--- config.mk ---
export PLATFORM = sky130hd
export DESIGN_NAME = fctc_front
export DESIGN_NICKNAME = d
export VERILOG_FILES = /design/src/fctc_pkg.sv /design/src/fctc_front.sv
export SDC_FILE = /design/constraint.sdc
export NUM_CORES = 1
export LEC_CHECK = 0
export CELL_PAD_IN_SITES_DETAIL_PLACEMENT = 1
export CELL_PAD_IN_SITES_GLOBAL_PLACEMENT = 1
export CORE_ASPECT_RATIO = 1.75
export CORE_MARGIN = 2
export CORE_UTILIZATION = 48
export DETAILED_ROUTE_END_ITERATION = 8
export DONT_BUFFER_PORTS = 1
export PLACE_DENSITY_LB_ADDON = 0.3
export SETUP_SLACK_MARGIN = 0.05
export SLEW_MARGIN = 5
export SYNTH_ARGS = -nofsm -noshare
export SYNTH_HDL_FRONTEND = slang
export SYNTH_SLANG_ARGS = --single-unit
--- constraint.sdc ---
create_clock -name clock -period 6.4 [get_ports clock]
set_input_delay 0.96 -clock clock [delete_from_list [all_inputs] [get_ports clock]]
set_output_delay 0.96 -clock clock [all_outputs]
set_load 0.03 [all_outputs]
--- src/fctc_pkg.sv ---
`timescale 1ns / 1ps
`default_nettype none
// ----------------------------------------------------------------------------
// Frame count / timecode converter package
// Shared constants, rate mode codes, register indexes and the item record.
// ----------------------------------------------------------------------------
package fctc_pkg;

   localparam int unsigned NumWidth = 32;
   localparam int unsigned DivSteps = NumWidth;

   localparam logic [2:0] MODE_NTSC_DF = 3'd0;
   localparam logic [2:0] MODE_PAL     = 3'd1;
   localparam logic [2:0] MODE_FILM_DF = 3'd2;
   localparam logic [2:0] MODE_HFR_DF  = 3'd3;

   localparam logic [1:0] CSR_RATE_MODE  = 2'd0;
   localparam logic [1:0] CSR_OTHER_FPH  = 2'd1;
   localparam logic [1:0] CSR_OTHER_FPM  = 2'd2;
   localparam logic [1:0] CSR_OTHER_FPS  = 2'd3;

   localparam logic [2:0]  RESET_RATE_MODE = MODE_NTSC_DF;
   localparam logic [18:0] RESET_OTHER_FPH = 19'd108000;
   localparam logic [12:0] RESET_OTHER_FPM = 13'd1800;
   localparam logic [6:0]  RESET_OTHER_FPS = 7'd30;

   localparam logic [31:0] MAX_HOURS   = 32'd65535;
   localparam logic [31:0] MAX_MINUTES = 32'd59;
   localparam logic [31:0] MAX_SECONDS = 32'd59;
   localparam logic [31:0] MAX_FRAME   = 32'd119;

   typedef struct packed {
      logic        opcode;
      logic        drop;
      logic [2:0]  skip;
      logic [18:0] ph;
      logic [18:0] pb;
      logic [11:0] pn;
      logic [11:0] pd;
      logic [6:0]  ps;
      logic [31:0] n;
      logic [31:0] count;
      logic        count_ovf;
      logic [31:0] hours;
      logic [31:0] minutes;
      logic        take;
      logic [31:0] rest;
   } item_type;

   function automatic logic [2:0] tens_of(input logic [5:0] m);
      logic [13:0] p;
      p = 14'(m) * 14'd205;
      return p[13:11];
   endfunction

endpackage
`default_nettype wire

--- src/fctc_front.sv ---
`timescale 1ns / 1ps
`default_nettype none
// ----------------------------------------------------------------------------
// Converter front end
// Decode the rate constants and compute the timecode-to-count result.
// ----------------------------------------------------------------------------
module fctc_front
   import fctc_pkg::*;
(
   input  wire logic        clock,
   input  wire logic        reset,
   input  wire logic        en,
   input  wire logic        in_valid,
   input  wire logic        opcode,
   input  wire logic [31:0] frame_count,
   input  wire logic [15:0] hours,
   input  wire logic [5:0]  minutes,
   input  wire logic [5:0]  seconds,
   input  wire logic [6:0]  frame,
   input  wire logic [2:0]  mode,
   input  wire logic [18:0] other_fph,
   input  wire logic [12:0] other_fpm,
   input  wire logic [6:0]  other_fps,
   output logic             out_valid,
   output item_type         out_item
);

   item_type    item_in;
   logic [16:0] kt_in;
   logic [12:0] ku_in;
   logic [2:0]  mt_in;
   logic [3:0]  mu_in;

   logic        v0_ff, v1_ff, v2_ff;
   item_type    item0_ff, item1_ff, item2_ff;
   logic [15:0] h0_ff;
   logic [2:0]  mt0_ff;
   logic [3:0]  mu0_ff;
   logic [5:0]  s0_ff;
   logic [6:0]  f0_ff, f1_ff;
   logic [16:0] kt0_ff;
   logic [12:0] ku0_ff;
   logic [34:0] ph_prod_ff;
   logic [19:0] pt_prod_ff;
   logic [16:0] pu_prod_ff;
   logic [12:0] ps_prod_ff;
   logic [36:0] sum_in;
   item_type    item2_in;

   always_comb begin
      item_in        = '0;
      item_in.opcode = opcode;
      item_in.n      = frame_count;
      kt_in          = '0;
      ku_in          = '0;
      case (mode)
         MODE_NTSC_DF: begin
            item_in.drop = 1'b1;  item_in.skip = 3'd2;
            item_in.ph   = 19'd107892; item_in.pb = 19'd17982;
            item_in.pn   = 12'd1800;   item_in.pd = 12'd1798;
            item_in.ps   = 7'd30;
            kt_in = 17'd17982; ku_in = 13'd1798;
         end
         MODE_PAL: begin
            item_in.ph = 19'd90000; item_in.pb = 19'd1500; item_in.ps = 7'd25;
            kt_in = 17'd15000; ku_in = 13'd1500;
         end
         MODE_FILM_DF: begin
            item_in.drop = 1'b1;  item_in.skip = 3'd2;
            item_in.ph   = 19'd86292; item_in.pb = 19'd14382;
            item_in.pn   = 12'd1440;  item_in.pd = 12'd1438;
            item_in.ps   = 7'd24;
            kt_in = 17'd14382; ku_in = 13'd1438;
         end
         MODE_HFR_DF: begin
            item_in.drop = 1'b1;  item_in.skip = 3'd4;
            item_in.ph   = 19'd215784; item_in.pb = 19'd35964;
            item_in.pn   = 12'd3600;   item_in.pd = 12'd3596;
            item_in.ps   = 7'd60;
            kt_in = 17'd35964; ku_in = 13'd3596;
         end
         default: begin
            item_in.ph = other_fph;
            item_in.pb = 19'(other_fpm);
            item_in.ps = other_fps;
            kt_in = 17'(17'(other_fpm) * 17'd10);
            ku_in = other_fpm;
         end
      endcase
      mt_in = tens_of(minutes);
      mu_in = 4'(minutes - 6'(6'(mt_in) * 6'd10));
   end

   always_comb begin
      sum_in = 37'(ph_prod_ff) + 37'(pt_prod_ff) + 37'(pu_prod_ff)
             + 37'(ps_prod_ff) + 37'(f1_ff);
      item2_in           = item1_ff;
      item2_in.count_ovf = |sum_in[36:32];
      item2_in.count     = (|sum_in[36:32]) ? '1 : sum_in[31:0];
   end

   always_ff @(posedge clock) begin
      if (reset) begin
         v0_ff <= 1'b0;
         v1_ff <= 1'b0;
         v2_ff <= 1'b0;
      end else if (en) begin
         v0_ff <= in_valid;
         v1_ff <= v0_ff;
         v2_ff <= v1_ff;
      end
      if (en) begin
         item0_ff   <= item_in;
         h0_ff      <= hours;
         mt0_ff     <= mt_in;
         mu0_ff     <= mu_in;
         s0_ff      <= seconds;
         f0_ff      <= frame;
         kt0_ff     <= kt_in;
         ku0_ff     <= ku_in;
         item1_ff   <= item0_ff;
         ph_prod_ff <= 35'(h0_ff) * 35'(item0_ff.ph);
         pt_prod_ff <= 20'(mt0_ff) * 20'(kt0_ff);
         pu_prod_ff <= 17'(mu0_ff) * 17'(ku0_ff);
         ps_prod_ff <= 13'(s0_ff) * 13'(item0_ff.ps);
         f1_ff      <= f0_ff;
         item2_ff   <= item2_in;
      end
   end

   assign out_valid = v2_ff;
   assign out_item  = item2_ff;

endmodule
`default_nettype wire

Word level (Yosys, flattened, before mapping)
Index checks and enable logic that the tools add are counted.
- $add $sub $neg: 5
- $mul: 7
- equal/unequal tests: 3
- multiplexer cells: 6
- reductions and logical operators: 3
- operators by type and width (cell ; count):
    $pmux W38 S4 ; 1
    $pmux W24 S3 ; 1
    $pmux W17 S4 ; 1
    $pmux W13 S4 ; 1
    $add A36 B17 Y37 ; 1
    $add A37 B13 Y37 ; 1
    $add A37 B7 Y37 ; 1
    $add A35 B20 Y36 ; 1
    $mul A16 B19 Y35 ; 1
    $pmux W7 S4 ; 1
    $mul A3 B17 Y20 ; 1
    $mul A4 B13 Y17 ; 1
    $mul A13 B3 Y16 const B ; 1
    $mul A6 B8 Y14 const B ; 1
    $mul A6 B7 Y13 ; 1
    $pmux W4 S2 ; 1
    $eq A3 B2 Y1 const B ; 2
    $reduce_or A5 Y1 ; 1
    $sub A4 B4 Y4 ; 1
    $eq A3 B1 Y1 const B ; 1
    $logic_not A3 Y1 ; 1
    $mul A3 B3 Y3 const B ; 1
    $reduce_or A2 Y1 ; 1
- flip-flop bits (word level): 512
- bits of input ports: 114
- word-level logic and storage cells: 68

Logic depth before layout (Yosys ltp)
- depth in word-level cells: 5
- depth in mapped cells: 24

Least setup slack after synthesis
No wires, ideal clock.
- path kind: reg-to-reg
- start point: register h0_ff[9]
- end point: register ph_prod_ff[34], data pin
- setup time: 0.260 ns
- arrival time: 6.022 ns
- slack: 0.118 ns
- stages on the path, launching flop included: 23
- path buffers: 2
- period minus slack after synthesis: 6.282 ns
- cells stage by stage: edfxtp_1 clkbuf_1 clkbuf_1 nand2_1 fa_1 inv_1 fa_1 fa_1 fa_1 fa_1 inv_1 fa_1 inv_1 ha_1 a21o_1 a21oi_1 nor2b_1 or3_1 o21ai_1 a21oi_1 a311o_1 a21oi_1 xnor2_1
- word-level cells in the longest chain between the ends: 1
- RTL lines (element ; line ; text):
    from (decl) ; fctc_front.sv:36 ; logic [15:0] h0_ff;
    from (signal assigned) ; fctc_front.sv:114 ; h0_ff <= hours;
    $mul A16 B19 Y35 ; fctc_front.sv:122 ; ph_prod_ff <= 35'(h0_ff) * 35'(item0_ff.ph);
    to (signal assigned) ; fctc_front.sv:122 ;
    to (decl) ; fctc_front.sv:43 ; logic [34:0] ph_prod_ff;
Every way passes these cells.
A chain may end at the register's enable or synchronous reset.

Worst setup path in the final report
- start point: register h0_ff[5]
- end point: register ph_prod_ff[25], data pin
The elaborated chain is that of the path after synthesis.

==> metrics.cfg <==
[global_route]
grtUsageTotal_pct = 23.4
grt_pass1_wl_mm = 126
antenna_found_initial = 1
grt_pass1_vias = 22521
grt_max_degree = 445
grt_overflow = 0

[setup_path]
worstPathArrival_ns = 6.54
crit_slowest_cell = fa_2
reg2reg_from = h0_ff[5]
crit_chain = buf_6, buf_4, and2_1, fa_1, inv_1, fa_2, fa_2, inv_2, fa_2, fa_1, inv_1, fa_1, inv_2, ha_4, buf_4, or2_4, o32a_1, o311a_4, nor3_4, o21bai_4, buf_4, xor2_1
rr_worst_depth = 22
cp.required_ns = 6.71
cp_slowest_stage_delay_ns = 0.54
r2r-end = ph_prod_ff[25]
startpoint_type = register
crit_type = reg -> reg
path_max_fanout = 5
end_kind = register
r2r_slack_ns = 0.18

[sta]
period_share_pct = 97.2
worst_pin_slew_ns = 3.36
fmax_mhz = 161
setup_violations = 0
hold_viol = 0
clock-skew-final_ns = 0.0375
rsz0062_at_grt = yes
maxSlewHeadroom_pct = -124
drv_slew = 349
period_minus_slack_ns = 6.22
tns_ns = 0

[final_layout]
layout-drive-gt1-share_pct = 13.2
layout.nets = 3577
design_area_sq_um = 36000
final_common_cell = edfxtp_1
antenna_cells = 0
final_cell_mix = edfxtp_1, inv_1, fa_1, nand2_1, ha_1
area_growth_pct = 10.7
nFillCells = 6924

[drt]
drt-initial-drc-count = 766
vias = 19820
wl_mm = 81.3
ant_nets = 0
route.detailed.drc = 0
wl_per_cell_um = 21.5
avgViaCountPerCell = 5.23
first_pass_iters = 4

[floorplan]
die-area_sq_um = 70000
num_rows = 126
initial_utilization_pct = 48.4
die_h_um = 348
pin_count = 351
core_sq_um = 67300
die_w_um = 201

[place]
port_buffers = 0
gp_congestion = 0.911
place_area_sq_um = 33900
place_hpwl_mm = 64.3

[run]
cap_violations = 0

[status]
outcome = finished, violations left
violations = max-slew violations

[synthesis]
netlist.area_leader.share_pct = 40.7
synth.largest_area_cell = edfxtp_1
synth_ff_type = edfxtp_1
ys.warnings.count = 0
synthDistinctLibCells = 77
yosys-top-cells-area = edfxtp_1, fa_1, ha_1
synth_edf_count = 441
syn_area_per_cell_sq_um = 11.9
synth-seq-cells = 444
syn_inst = 2732
syn_area_sq_um = 32600
synthArstFlopShare_pct = 0
seq_area_frac_synth_pct = 40.9

[clock_network]
clk-insertion-delay-late_ns = 0.59
htreeDepth = 2
numCtsBuffers = 43
cts_sinks = 444
clockRootBuffer = clkbuf_16
clk_pin_slew_ns = 0.06
hold_buffers = 0
cts_buffer_depth = 3
cts_tree = done

[hold_path]
whs_path_depth = 0
hold_path.class = reg -> reg
min_to = f1_ff[5]
hold_start = f0_ff[5]

[registers in the layout (all words and copies together), names as in the netlist, 13 cells and up]
signal / cells
out_item: 118
ph_prod_ff: 35
h0_ff: 16
item0_ff: 82
kt0_ff: 16
item1_ff: 85
pu_prod_ff: 17
ku0_ff: 13
pt_prod_ff: 19
ps_prod_ff: 13
[metrics by stage]
step / cells / util, % / setup slack, ns / hold WS, ns
final: 3790 / 53.5 / 0.176 / 0.405
after global placement: 3672 / 50.3 / -0.0577 / 0.400
after detailed placement: 3672 / 50.3 / -0.234 / 0.406
after global routing: 3790 / 53.5 / -0.0344 / 0.414
after floorplan: 2839 / - / 0.118 / 0.400
after CTS: 3756 / 52.5 / 0.0522 / 0.399
[worst max-delay path: cells and delay by family (launching register included)]
family                     cells  cell delay [ns]
DFF                            1             0.48
buffers and inverters          8             0.83
AOI/OAI and AO/OA              3             0.65
xor gates and xnor gates       1             0.13
and+or+nand+nor                3             0.70
adders and majority gates      7             3.16
[Yosys cell counts (8+ instances only)]
| library cell | n |
|---|---|
| nand3_2 | 28 |
| xor2_1 | 36 |
| and2_1 | 212 |
| o21bai_1 | 16 |
| o21ai_0 | 32 |
| nor3_1 | 19 |
| and3_1 | 9 |
| nand3_1 | 19 |
| clkbuf_1 | 65 |
| a21oi_1 | 93 |
| buf_4 | 118 |
| or3_1 | 11 |
| a211oi_1 | 8 |
| xnor2_1 | 69 |
| a21o_1 | 54 |
| inv_1 | 392 |
| nand2_1 | 317 |
| fa_1 | 337 |
| nor2b_1 | 13 |
| nand2b_1 | 21 |
| edfxtp_1 | 441 |
| nor2_1 | 49 |
| ha_1 | 264 |
[timing repair]
item / in CTS / in global routing
hold endpoints to repair: 0 / 0
setup endpoints to repair: 8 / 15
setup buffers: 7 / 34
gates resized for setup: 15 / 114
pin swaps: 5 / 82
[how the worst max path moves through the flow]
stage,from,endpoint,cells after the start
finish,h0_ff[5],ph_prod_ff[25],22
global route,h0_ff[6],ph_prod_ff[34],22
CTS,h0_ff[6],ph_prod_ff[34],23
detailed placement,h0_ff[4],ph_prod_ff[34],26
global placement,item0_ff[215],ph_prod_ff[34],23
floorplan,h0_ff[9],ph_prod_ff[34],22
[cells by family after synthesis]
group                      count (synthesis)  share of synthesized area [%]
muxes                                      4                          0.161
adders and majority gates                601                           30.9
AOI/OAI and AO/OA                        270                           5.61
and+or+nand+nor                          723                           11.4
other                                      1                         0.0115
DFF                                      444                           40.9
xor gates and xnor gates                 105                           2.83
buffers and inverters                    584                           8.28
[final cells by class]
class | count | area (sq um) | area share (%)
clock buffer | 49 | 1100 | 3.05
multi-input combinational | 1811 | 17300 | 48.1
tap | 896 | 1120 | 3.11
timing repair buffer | 169 | 1460 | 4.04
sequential | 444 | 13300 | 36.9
inverter | 393 | 1480 | 4.09
clock inverter | 28 | 249 | 0.691
[per-layer routing]
metal  GRT usage [%]  share of wire [%]  wire [um]
met1            24.4                 35      28700
met2            46.1                 56      45600
met3            2.77                3.2       2610
met4            11.0                5.4       4410
met5               0                  0          0
Power is left out: the tool's default activity adds up to more than one toggle a clock period on the data nets, which glitch-free logic cannot reach.
